[src/rtl/lnpsg_pkg.sv]
package lnpsg_pkg;

  // Ring depth and derived widths
  localparam int unsigned WINDOW_DEPTH = 32;
  localparam int unsigned AW    = (WINDOW_DEPTH > 1) ? $clog2(WINDOW_DEPTH) : 1;
  localparam int unsigned CW    = $clog2(WINDOW_DEPTH + 1);
  localparam int unsigned CFG_W = 6;
  localparam int unsigned SUM_W = (CW > CFG_W + 1) ? CW : CFG_W + 1;

  // Field widths
  localparam int unsigned KEY_W = 32;
  localparam int unsigned PAY_W = 64;
  localparam int unsigned DATA_W = KEY_W + PAY_W;

  // Config bus
  localparam int unsigned PADDR_W = 4;
  localparam int unsigned PDATA_W = 32;

  // Register indexes
  localparam logic [1:0] REG_KEEP_LEN  = 2'd0;
  localparam logic [1:0] REG_SKIP_LEN  = 2'd1;
  localparam logic [1:0] REG_KEYS_USED = 2'd2;

  // Item kinds
  localparam logic ACT_ROW   = 1'b0;
  localparam logic ACT_FLUSH = 1'b1;

  typedef struct packed {
    logic [CFG_W-1:0] keep_len;
    logic [CFG_W-1:0] skip_len;
    logic             keys_used;
  } cfg_t;

  typedef enum logic [1:0] {
    ST_IDLE,
    ST_READ,
    ST_LOAD,
    ST_PUSH
  } state_e;

endpackage

[src/rtl/lnpsg_ram.sv]
module lnpsg_ram #(
  parameter int unsigned WIDTH = 64,
  parameter int unsigned DEPTH = 32,
  parameter int unsigned ADDR_W = (DEPTH > 1) ? $clog2(DEPTH) : 1
) (
  input  logic              clk_i,
  input  logic              we_i,
  input  logic [ADDR_W-1:0] waddr_i,
  input  logic [WIDTH-1:0]  wdata_i,
  input  logic              re_i,
  input  logic [ADDR_W-1:0] raddr_i,
  output logic [WIDTH-1:0]  rdata_o
);

  logic [WIDTH-1:0] mem_q [DEPTH];
  logic [WIDTH-1:0] rdata_q;

  // One write port, one registered read port
  always_ff @(posedge clk_i) begin
    if (we_i) begin
      mem_q[waddr_i] <= wdata_i;
    end
    if (re_i) begin
      rdata_q <= mem_q[raddr_i];
    end
  end

  assign rdata_o = rdata_q;

endmodule

[src/rtl/lnpsg_cfg.sv]
module lnpsg_cfg
  import lnpsg_pkg::*;
(
  input  logic               clk_i,
  input  logic               rst_ni,
  input  logic               psel,
  input  logic               penable,
  input  logic               pwrite,
  input  logic [PADDR_W-1:0] paddr,
  input  logic [PDATA_W-1:0] pwdata,
  output logic [PDATA_W-1:0] prdata,
  output logic               pready,
  output cfg_t               cfg_o
);

  cfg_t cfg_q, cfg_d;
  logic wr_en;

  assign pready = 1'b1;
  assign wr_en  = psel & penable & pwrite;

  // Register writes, unknown indexes ignored
  always_comb begin
    cfg_d = cfg_q;
    if (wr_en) begin
      unique case (paddr[3:2])
        REG_KEEP_LEN:  cfg_d.keep_len  = pwdata[CFG_W-1:0];
        REG_SKIP_LEN:  cfg_d.skip_len  = pwdata[CFG_W-1:0];
        REG_KEYS_USED: cfg_d.keys_used = pwdata[0];
        default:       cfg_d = cfg_q;
      endcase
    end
  end

  always_ff @(posedge clk_i or negedge rst_ni) begin
    if (!rst_ni) begin
      cfg_q.keep_len  <= CFG_W'(1);
      cfg_q.skip_len  <= '0;
      cfg_q.keys_used <= 1'b1;
    end else begin
      cfg_q <= cfg_d;
    end
  end

  // Readback
  always_comb begin
    unique case (paddr[3:2])
      REG_KEEP_LEN:  prdata = PDATA_W'(cfg_q.keep_len);
      REG_SKIP_LEN:  prdata = PDATA_W'(cfg_q.skip_len);
      REG_KEYS_USED: prdata = PDATA_W'(cfg_q.keys_used);
      default:       prdata = '0;
    endcase
  end

  assign cfg_o = cfg_q;

endmodule

[src/rtl/last_n_per_sorted_group.sv]
// Keeps the last keep-length rows of each group of a key-sorted stream,
// skipping the newest skip-count rows of the group.
// Input channel s_axis: tdata = {row_payload, row_key}, tuser = action
// (0 data row, 1 flush). Output channel m_axis: tdata = {out_payload,
// out_key}, tlast marks the last row emitted for one input item.
// Configuration goes through the APB port: keep length at 0x0,
// skip count at 0x4, keys_used at 0x8; write only while idle.
// A data row that closes no group is stored from the idle state. A row with a
// new key, or a flush, first drains the finished group from the ring RAM,
// oldest first, each emitted row through a RAM read state and an output load
// state, then a data row is stored in a push state. The first result takes
// the read and load states after the closing item into the output register.
// A stalled receiver holds the drain; the output register keeps its item
// while the next input item is taken.
// Reset empties the ring, forgets the current key and loads
// keep length 1, skip count 0, keys_used 1.
module last_n_per_sorted_group
  import lnpsg_pkg::*;
(
  input  logic               clk_i,
  input  logic               rst_ni,
  // input items
  input  logic               s_axis_tvalid,
  output logic               s_axis_tready,
  input  logic [DATA_W-1:0]  s_axis_tdata,   // row_key[31:0], row_payload[95:32]
  input  logic               s_axis_tuser,   // action
  // result items
  output logic               m_axis_tvalid,
  input  logic               m_axis_tready,
  output logic [DATA_W-1:0]  m_axis_tdata,   // out_key[31:0], out_payload[95:32]
  output logic               m_axis_tlast,   // out_last
  // configuration
  input  logic               psel,
  input  logic               penable,
  input  logic               pwrite,
  input  logic [PADDR_W-1:0] paddr,
  input  logic [PDATA_W-1:0] pwdata,
  output logic [PDATA_W-1:0] prdata,
  output logic               pready
);

  cfg_t cfg;

  state_e            state_q, state_d;
  logic [AW-1:0]     head_q, head_d;
  logic [CW-1:0]     count_q, count_d;
  logic [KEY_W-1:0]  cur_key_q, cur_key_d;
  logic              have_key_q, have_key_d;
  logic [AW-1:0]     idx_q, idx_d;
  logic [CW-1:0]     rem_q, rem_d;
  logic              last_q, last_d;
  logic              pend_q, pend_d;
  logic [KEY_W-1:0]  pend_key_q, pend_key_d;
  logic [PAY_W-1:0]  pend_pay_q, pend_pay_d;

  logic              ovalid_q, ovalid_d;
  logic [KEY_W-1:0]  okey_q;
  logic [PAY_W-1:0]  opay_q;
  logic              olast_q;
  logic              oload;

  logic              in_acc;
  logic [KEY_W-1:0]  in_key;
  logic [PAY_W-1:0]  in_pay;
  logic              close_now;
  logic [SUM_W-1:0]  off_x, cnt_x, keep_x, sum_x, size_x, inc_x, new_x, base_x;
  logic [CW-1:0]     keep;
  logic [CW-1:0]     start_x;
  logic [AW-1:0]     idx_inc;

  logic              push_en;
  logic [CW-1:0]     push_base;
  logic [PAY_W-1:0]  push_pay;
  logic              ram_we, ram_re;
  logic [PAY_W-1:0]  ram_rdata;

  lnpsg_cfg u_cfg (
    .clk_i   (clk_i),
    .rst_ni  (rst_ni),
    .psel    (psel),
    .penable (penable),
    .pwrite  (pwrite),
    .paddr   (paddr),
    .pwdata  (pwdata),
    .prdata  (prdata),
    .pready  (pready),
    .cfg_o   (cfg)
  );

  lnpsg_ram #(
    .WIDTH (PAY_W),
    .DEPTH (WINDOW_DEPTH)
  ) u_ram (
    .clk_i   (clk_i),
    .we_i    (ram_we),
    .waddr_i (head_q),
    .wdata_i (push_pay),
    .re_i    (ram_re),
    .raddr_i (idx_q),
    .rdata_o (ram_rdata)
  );

  assign s_axis_tready = (state_q == ST_IDLE);
  assign in_acc        = s_axis_tvalid & s_axis_tready;
  assign in_key        = s_axis_tdata[KEY_W-1:0];
  assign in_pay        = s_axis_tdata[DATA_W-1:KEY_W];

  // Group close decision and drain geometry
  assign close_now = (s_axis_tuser == ACT_FLUSH) ||
                     (cfg.keys_used && have_key_q && (in_key != cur_key_q));
  assign off_x  = SUM_W'(cfg.skip_len);
  assign cnt_x  = SUM_W'(count_q);
  assign keep_x = (off_x < cnt_x) ? (cnt_x - off_x) : '0;
  assign keep   = keep_x[CW-1:0];
  assign start_x = (CW'(head_q) >= count_q) ? (CW'(head_q) - count_q)
                                            : (CW'(head_q) + CW'(WINDOW_DEPTH) - count_q);
  assign idx_inc = (idx_q == AW'(WINDOW_DEPTH - 1)) ? '0 : idx_q + AW'(1);

  // Window size and count after a push
  assign sum_x  = SUM_W'(cfg.keep_len) + SUM_W'(cfg.skip_len);
  assign size_x = (sum_x > SUM_W'(WINDOW_DEPTH)) ? SUM_W'(WINDOW_DEPTH) : sum_x;
  assign base_x = SUM_W'(push_base);
  assign inc_x  = (base_x < SUM_W'(WINDOW_DEPTH)) ? base_x + SUM_W'(1) : base_x;
  assign new_x  = (inc_x > size_x) ? size_x : inc_x;
  assign ram_we = push_en && (size_x != '0);

  // Next state and datapath control
  always_comb begin
    state_d    = state_q;
    head_d     = head_q;
    count_d    = count_q;
    cur_key_d  = cur_key_q;
    have_key_d = have_key_q;
    idx_d      = idx_q;
    rem_d      = rem_q;
    last_d     = last_q;
    pend_d     = pend_q;
    pend_key_d = pend_key_q;
    pend_pay_d = pend_pay_q;
    push_en    = 1'b0;
    push_base  = count_q;
    push_pay   = in_pay;
    ram_re     = 1'b0;
    oload      = 1'b0;

    unique case (state_q)
      ST_IDLE: begin
        if (in_acc) begin
          if (close_now && (keep != '0)) begin
            // drain first, store a data row afterwards
            idx_d      = start_x[AW-1:0];
            rem_d      = keep;
            count_d    = '0;
            pend_d     = (s_axis_tuser == ACT_ROW);
            pend_key_d = in_key;
            pend_pay_d = in_pay;
            state_d    = ST_READ;
            if (s_axis_tuser == ACT_FLUSH) begin
              have_key_d = 1'b0;
            end
          end else if (s_axis_tuser == ACT_FLUSH) begin
            count_d    = '0;
            have_key_d = 1'b0;
          end else begin
            push_en    = 1'b1;
            push_base  = close_now ? '0 : count_q;
            cur_key_d  = in_key;
            have_key_d = 1'b1;
          end
        end
      end
      ST_READ: begin
        if (!ovalid_q || m_axis_tready) begin
          ram_re  = 1'b1;
          idx_d   = idx_inc;
          rem_d   = rem_q - CW'(1);
          last_d  = (rem_q == CW'(1));
          state_d = ST_LOAD;
        end
      end
      ST_LOAD: begin
        oload = 1'b1;
        if (rem_q != '0) begin
          state_d = ST_READ;
        end else if (pend_q) begin
          state_d = ST_PUSH;
        end else begin
          state_d = ST_IDLE;
        end
      end
      ST_PUSH: begin
        push_en    = 1'b1;
        push_base  = count_q;
        push_pay   = pend_pay_q;
        cur_key_d  = pend_key_q;
        have_key_d = 1'b1;
        pend_d     = 1'b0;
        state_d    = ST_IDLE;
      end
      default: state_d = ST_IDLE;
    endcase

    if (push_en) begin
      if (size_x == '0) begin
        count_d = '0;
      end else begin
        head_d  = (head_q == AW'(WINDOW_DEPTH - 1)) ? '0 : head_q + AW'(1);
        count_d = new_x[CW-1:0];
      end
    end
  end

  // Output register handshake
  always_comb begin
    ovalid_d = ovalid_q;
    if (ovalid_q && m_axis_tready) begin
      ovalid_d = 1'b0;
    end
    if (oload) begin
      ovalid_d = 1'b1;
    end
  end

  always_ff @(posedge clk_i or negedge rst_ni) begin
    if (!rst_ni) begin
      state_q    <= ST_IDLE;
      head_q     <= '0;
      count_q    <= '0;
      cur_key_q  <= '0;
      have_key_q <= 1'b0;
      idx_q      <= '0;
      rem_q      <= '0;
      last_q     <= 1'b0;
      pend_q     <= 1'b0;
      ovalid_q   <= 1'b0;
    end else begin
      state_q    <= state_d;
      head_q     <= head_d;
      count_q    <= count_d;
      cur_key_q  <= cur_key_d;
      have_key_q <= have_key_d;
      idx_q      <= idx_d;
      rem_q      <= rem_d;
      last_q     <= last_d;
      pend_q     <= pend_d;
      ovalid_q   <= ovalid_d;
    end
  end

  // Payload registers
  always_ff @(posedge clk_i) begin
    pend_key_q <= pend_key_d;
    pend_pay_q <= pend_pay_d;
    if (oload) begin
      okey_q  <= cur_key_q;
      opay_q  <= ram_rdata;
      olast_q <= last_q;
    end
  end

  assign m_axis_tvalid = ovalid_q;
  assign m_axis_tdata  = {opay_q, okey_q};
  assign m_axis_tlast  = olast_q;

endmodule

[config.mk]
export PLATFORM = sky130hd
export DESIGN_NAME = last_n_per_sorted_group
export DESIGN_NICKNAME = d
export VERILOG_FILES = /design/src/rtl/lnpsg_pkg.sv /design/src/rtl/lnpsg_ram.sv /design/src/rtl/lnpsg_cfg.sv /design/src/rtl/last_n_per_sorted_group.sv
export SDC_FILE = /design/constraint.sdc
export NUM_CORES = 2
export LEC_CHECK = 0
export ABC_AREA = 1
export ABC_CLOCK_PERIOD_IN_PS = 6100
export BUFFER_PORTS_ARGS = -buffer_cell sky130_fd_sc_hd__buf_2
export CAP_MARGIN = 30
export CORE_ASPECT_RATIO = 0.75
export CORE_UTILIZATION = 25
export CTS_BUF_LIST = sky130_fd_sc_hd__clkbuf_8
export DETAILED_ROUTE_END_ITERATION = 8
export HOLD_SLACK_MARGIN = 0.08
export PLACE_DENSITY_LB_ADDON = 0.08
export RECOVER_POWER = 25
export SLEW_MARGIN = 15
export SYNTH_ARGS = -nofsm -noshare
export SYNTH_HDL_FRONTEND = slang
export SYNTH_HIERARCHICAL = 1
export SYNTH_SLANG_ARGS = --single-unit
[constraint.sdc]
create_clock -name clk_i -period 6.1 [get_ports clk_i]
set_input_delay 0.61 -clock clk_i [delete_from_list [all_inputs] [get_ports clk_i]]
set_output_delay 0.61 -clock clk_i [all_outputs]
set_load 0.005 [all_outputs]
==> results by group <==
Clocking
  – Num CTS Buffers: 420
  – CTS Buffer Depth: 4
  – CTS tree: done
  – Post-cts resize count: 0
  – # H-tree levels: 5
  – Worst-Skew Late Latency: about 1.2 ns
  – Root buffer cell: clkbuf_8
  – Clk slew on worst S/H paths: 0.06 ns
  – CTS sink cnt: 2,378
  – Hold-fix buffers, CTS: 186
  – Post-CTS Setup Bufs: 0

Worst setup path
  – CP max stage cell: clkinvlp_2
  – CP startpoint: state_q[0]
  – FF-to-FF End: u_ram/mem_q[19][32]
  – Data arrival time of the critical path: 5.75 ns
  – Reg2Reg Setup Slack: 1.12 ns
  – CP endpoint kind: flop
  – Crit-path cells: ha_4, clkinvlp_2, nand2_2, nand2_4, clkinv_2, nand3_1, buf_4, nor2_4, buf_12
  – Kind of start point of the critical path: flop
  – Req. time, crit path: between 6 and 7 ns
  – R2R depth: 9
  – Reg2reg start: state_q[0]
  – Setup Crit Path Kind: flop to flop
  – CP Max Fanout: 31
  – Critical path's largest stage delay: approximately 1.2 ns

GRT
  – Initial antenna violation count: 18
  – First-pass GRT wire length: 477 mm
  – Largest net degree at the start of global routing: 161
  – Total congestion overflow: 0
  – GRT Total Usage: 17.0%
  – Vias in the first global route: 62,700

Synthesis
  – Largest cells by area after synthesis: edfxtp_1 (72%), nand2_1 (11%), nand3_1 (9.5%), dfrtp_1 (1.9%), buf_2 (1.5%)
  – Area leader, netlist: edfxtp_1
  – Asr flop ratio synth: 3.07%
  – Cell count after synthesis: 7,927
  – Seq/Total Area, Yosys: 74.1%
  – Mux cell area share after synthesis: 0.272%
  – Cell area after synthesis: 95,800 um^2
  – Post-Synth Adder-Cell Area: less than 1%
  – Post-synth top cells: nand2_1 (2,796), edfxtp_1 (2,305), nand3_1 (1,827)
  – Post-Synth Simple-Gate Area: 21.2%
  – Compound-Gate Fraction of Synth Area: 0.614%
  – Xor/xnor share of the synthesized area: 0.329%
  – Synth cell types: 46
  – EDFF count, synth: 2,305
  – Most instantiated library cell after synthesis: nand2_1
  – Ys flop type: edfxtp_1
  – Synthesis-stage register bit count: 2,378
  – Largest family of logic cells by synthesized area: simple AND/OR/NAND/NOR gates
  – Syn avg cell area: 12.1 um^2
  – Synth top area share: 72.2%
  – Yosys warning count: 6

Routing
  – DRC: 0
  – Routed WL per cell: 24.3 um
  – ANT nets after route: 0
  – Vias: 62,800
  – Vias per cell: 4.53
  – Drt pass-1 iters: 5
  – Detailed Route WL: between 300 and 400 mm
  – Initial DRC Count: ~4,500

Final layout
  – Layout Area Growth over Synthesis: 17.6%
  – Fillers: between 30,000 and 40,000
  – Share of layout cells above drive strength 1: 8.97%
  – # nets final: approximately 8,700

STA
  – Tcrit/Tclk final: 81.6%
  – Worst slew pin tran: between 2 and 3 ns
  – Hold slack final: 0.259 ns
  – Clk_skew: 0.0884 ns
  – Final setup fails: 0
  – Final Hold Viols: 0
  – RSZ-0062 raised after global routing: false
  – Final Max Tran Viols: 922
  – Fin Setup TNS: 0 ns
  – Minimum clock period: 4.98 ns
  – Peak Freq: 201 MHz
  – Worst slew margin: -99.3%

Floorplan
  – Die area: 386,000 um^2
  – Core region area: around 380,000 um^2
  – Die H: around 540 um
  – Initial Utilization: around 25%
  – # IOs: 272
  – Die W: 717 um
  – Site Rows: ~200

Hold path
  – Worst hold endpoint: pend_pay_q[60]
  – WHS Path Cells: 2
  – Min-delay src: s_axis_tdata[92]
  – Hold crit path type: primary input to flop

Outcome
  – Status: finished, violations left
  – Failing checks: max-capacitance violations, max-slew violations

Place
  – DP HPWL: 170 mm
  – GP Congestion: 0.731
  – PortBufs: around 220

Power and ir drop
  – Pwr/cell area: about 490 nW/um^2
  – P_leak: 40.4 nW
  – Total chip power: ~55 mW
  – Peak VDD IR: 0.389 mV

Job
  – Max-cap viol count: 27
-- worst max-delay path, delay by kind of cell, from the launching register on --
kind / cells / cell delay (ns)
DFF: 1 / 0.48
buffers and inverters: 4 / 1.93
adders and majority gates: 1 / 0.53
and+or+nand+nor: 4 / 1.57
-- kinds of logic (layout without fill, tap and decap cells) --
family	count (synthesis)	after routing
AOI/OAI and AO/OA	102	102
xor gates and xnor gates	36	36
adders and majority gates	37	37
buffers and inverters	587	1439
DFF	2378	2378
muxes	26	26
other	4	35
and+or+nand+nor	4757	4757
-- area by class of cell --
class | instances | area, um^2 | area share, %
antenna | 6 | 15.0 | 0.0133
clock buffer | 425 | 5850 | 5.19
clock inverter | 313 | 1620 | 1.44
inverter | 96 | 409 | 0.363
multi-input combinational | 4987 | 22300 | 19.8
sequential | 2378 | 71100 | 63.1
tap | 5049 | 6320 | 5.61
timing repair buffer | 605 | 5080 | 4.51
-- power by group --
group	switching, mW	internal [mW]	leakage (nW)
clock	7.06	6.84	4.37
combinational	14.4	4.50	14.3
sequential	0.716	21.2	21.7
-- registers in the layout (all words and copies together), names as in the netlist --
register,cells
u_ram/mem_q,2048
opay_q,64
pend_pay_q,64
u_ram/rdata_o,64
cur_key_q,32
okey_q,32
pend_key_q,32
u_cfg/cfg_o,13
count_q,6
rem_q,6
head_q,5
idx_q,5
state_q,2
have_key_q,1
last_q,1
m_axis_tlast,1
m_axis_tvalid,1
pend_q,1
-- layout by cell type (no fill, tap or decap), types with 5 or more instances in the layout --
cell / instances
ha_1: 33
nor2_4: 34
clkbuf_1: 190
xor2_1: 28
inv_1: 247
buf_12: 68
dfrtp_4: 5
a21oi_1: 17
o21ai_1: 34
buf_2: 49
nand2_1: 2791
dlygate4sd3_1: 185
nor2_1: 74
dfrtp_1: 66
diode_2: 6
bufinv_16: 9
conb_1: 29
nand3_1: 1827
clkinv_1: 101
buf_4: 103
edfxtp_1: 2305
clkbuf_8: 425
xnor2_1: 8
inv_8: 12
clkinv_2: 16
clkinvlp_4: 7
inv_6: 8
nand2_2: 13
mux2i_1: 26
o21ai_0: 27
-- through the flow --
step	setup WS [ns]	instances	instance area [um^2]	util, %
after detailed placement	1.53	12900	104000	27.2
after floorplan	0.537	7952	95900	-
after global placement	1.48	12900	104000	27.2
after global routing	0.680	13900	113000	29.6
after CTS	1.51	13900	113000	29.7
final	1.12	13900	113000	29.6
-- how the worst max path moves through the flow --
stage / to / cells past startpoint
5_1_grt: last_q / 7
3_3_place_gp: u_ram/mem_q[19][37] / 18
6_report: u_ram/mem_q[19][32] / 9
2_1_floorplan: u_ram/mem_q[31][0] / 19
4_1_cts: count_q[0] / 26
3_5_place_dp: count_q[0] / 26
-- routing by layer --
layer  vias to the layer above  share of wire (%)  GRT usage [%]
met1                     31800                 49           24.9
met2                      1413                 44           26.5
met5                         -              0.024              0
li1                      29000                  -              -
met4                        12                2.2           4.15
met3                       493                4.4           2.55
Note: power is estimated with default switching activity, not from simulation.
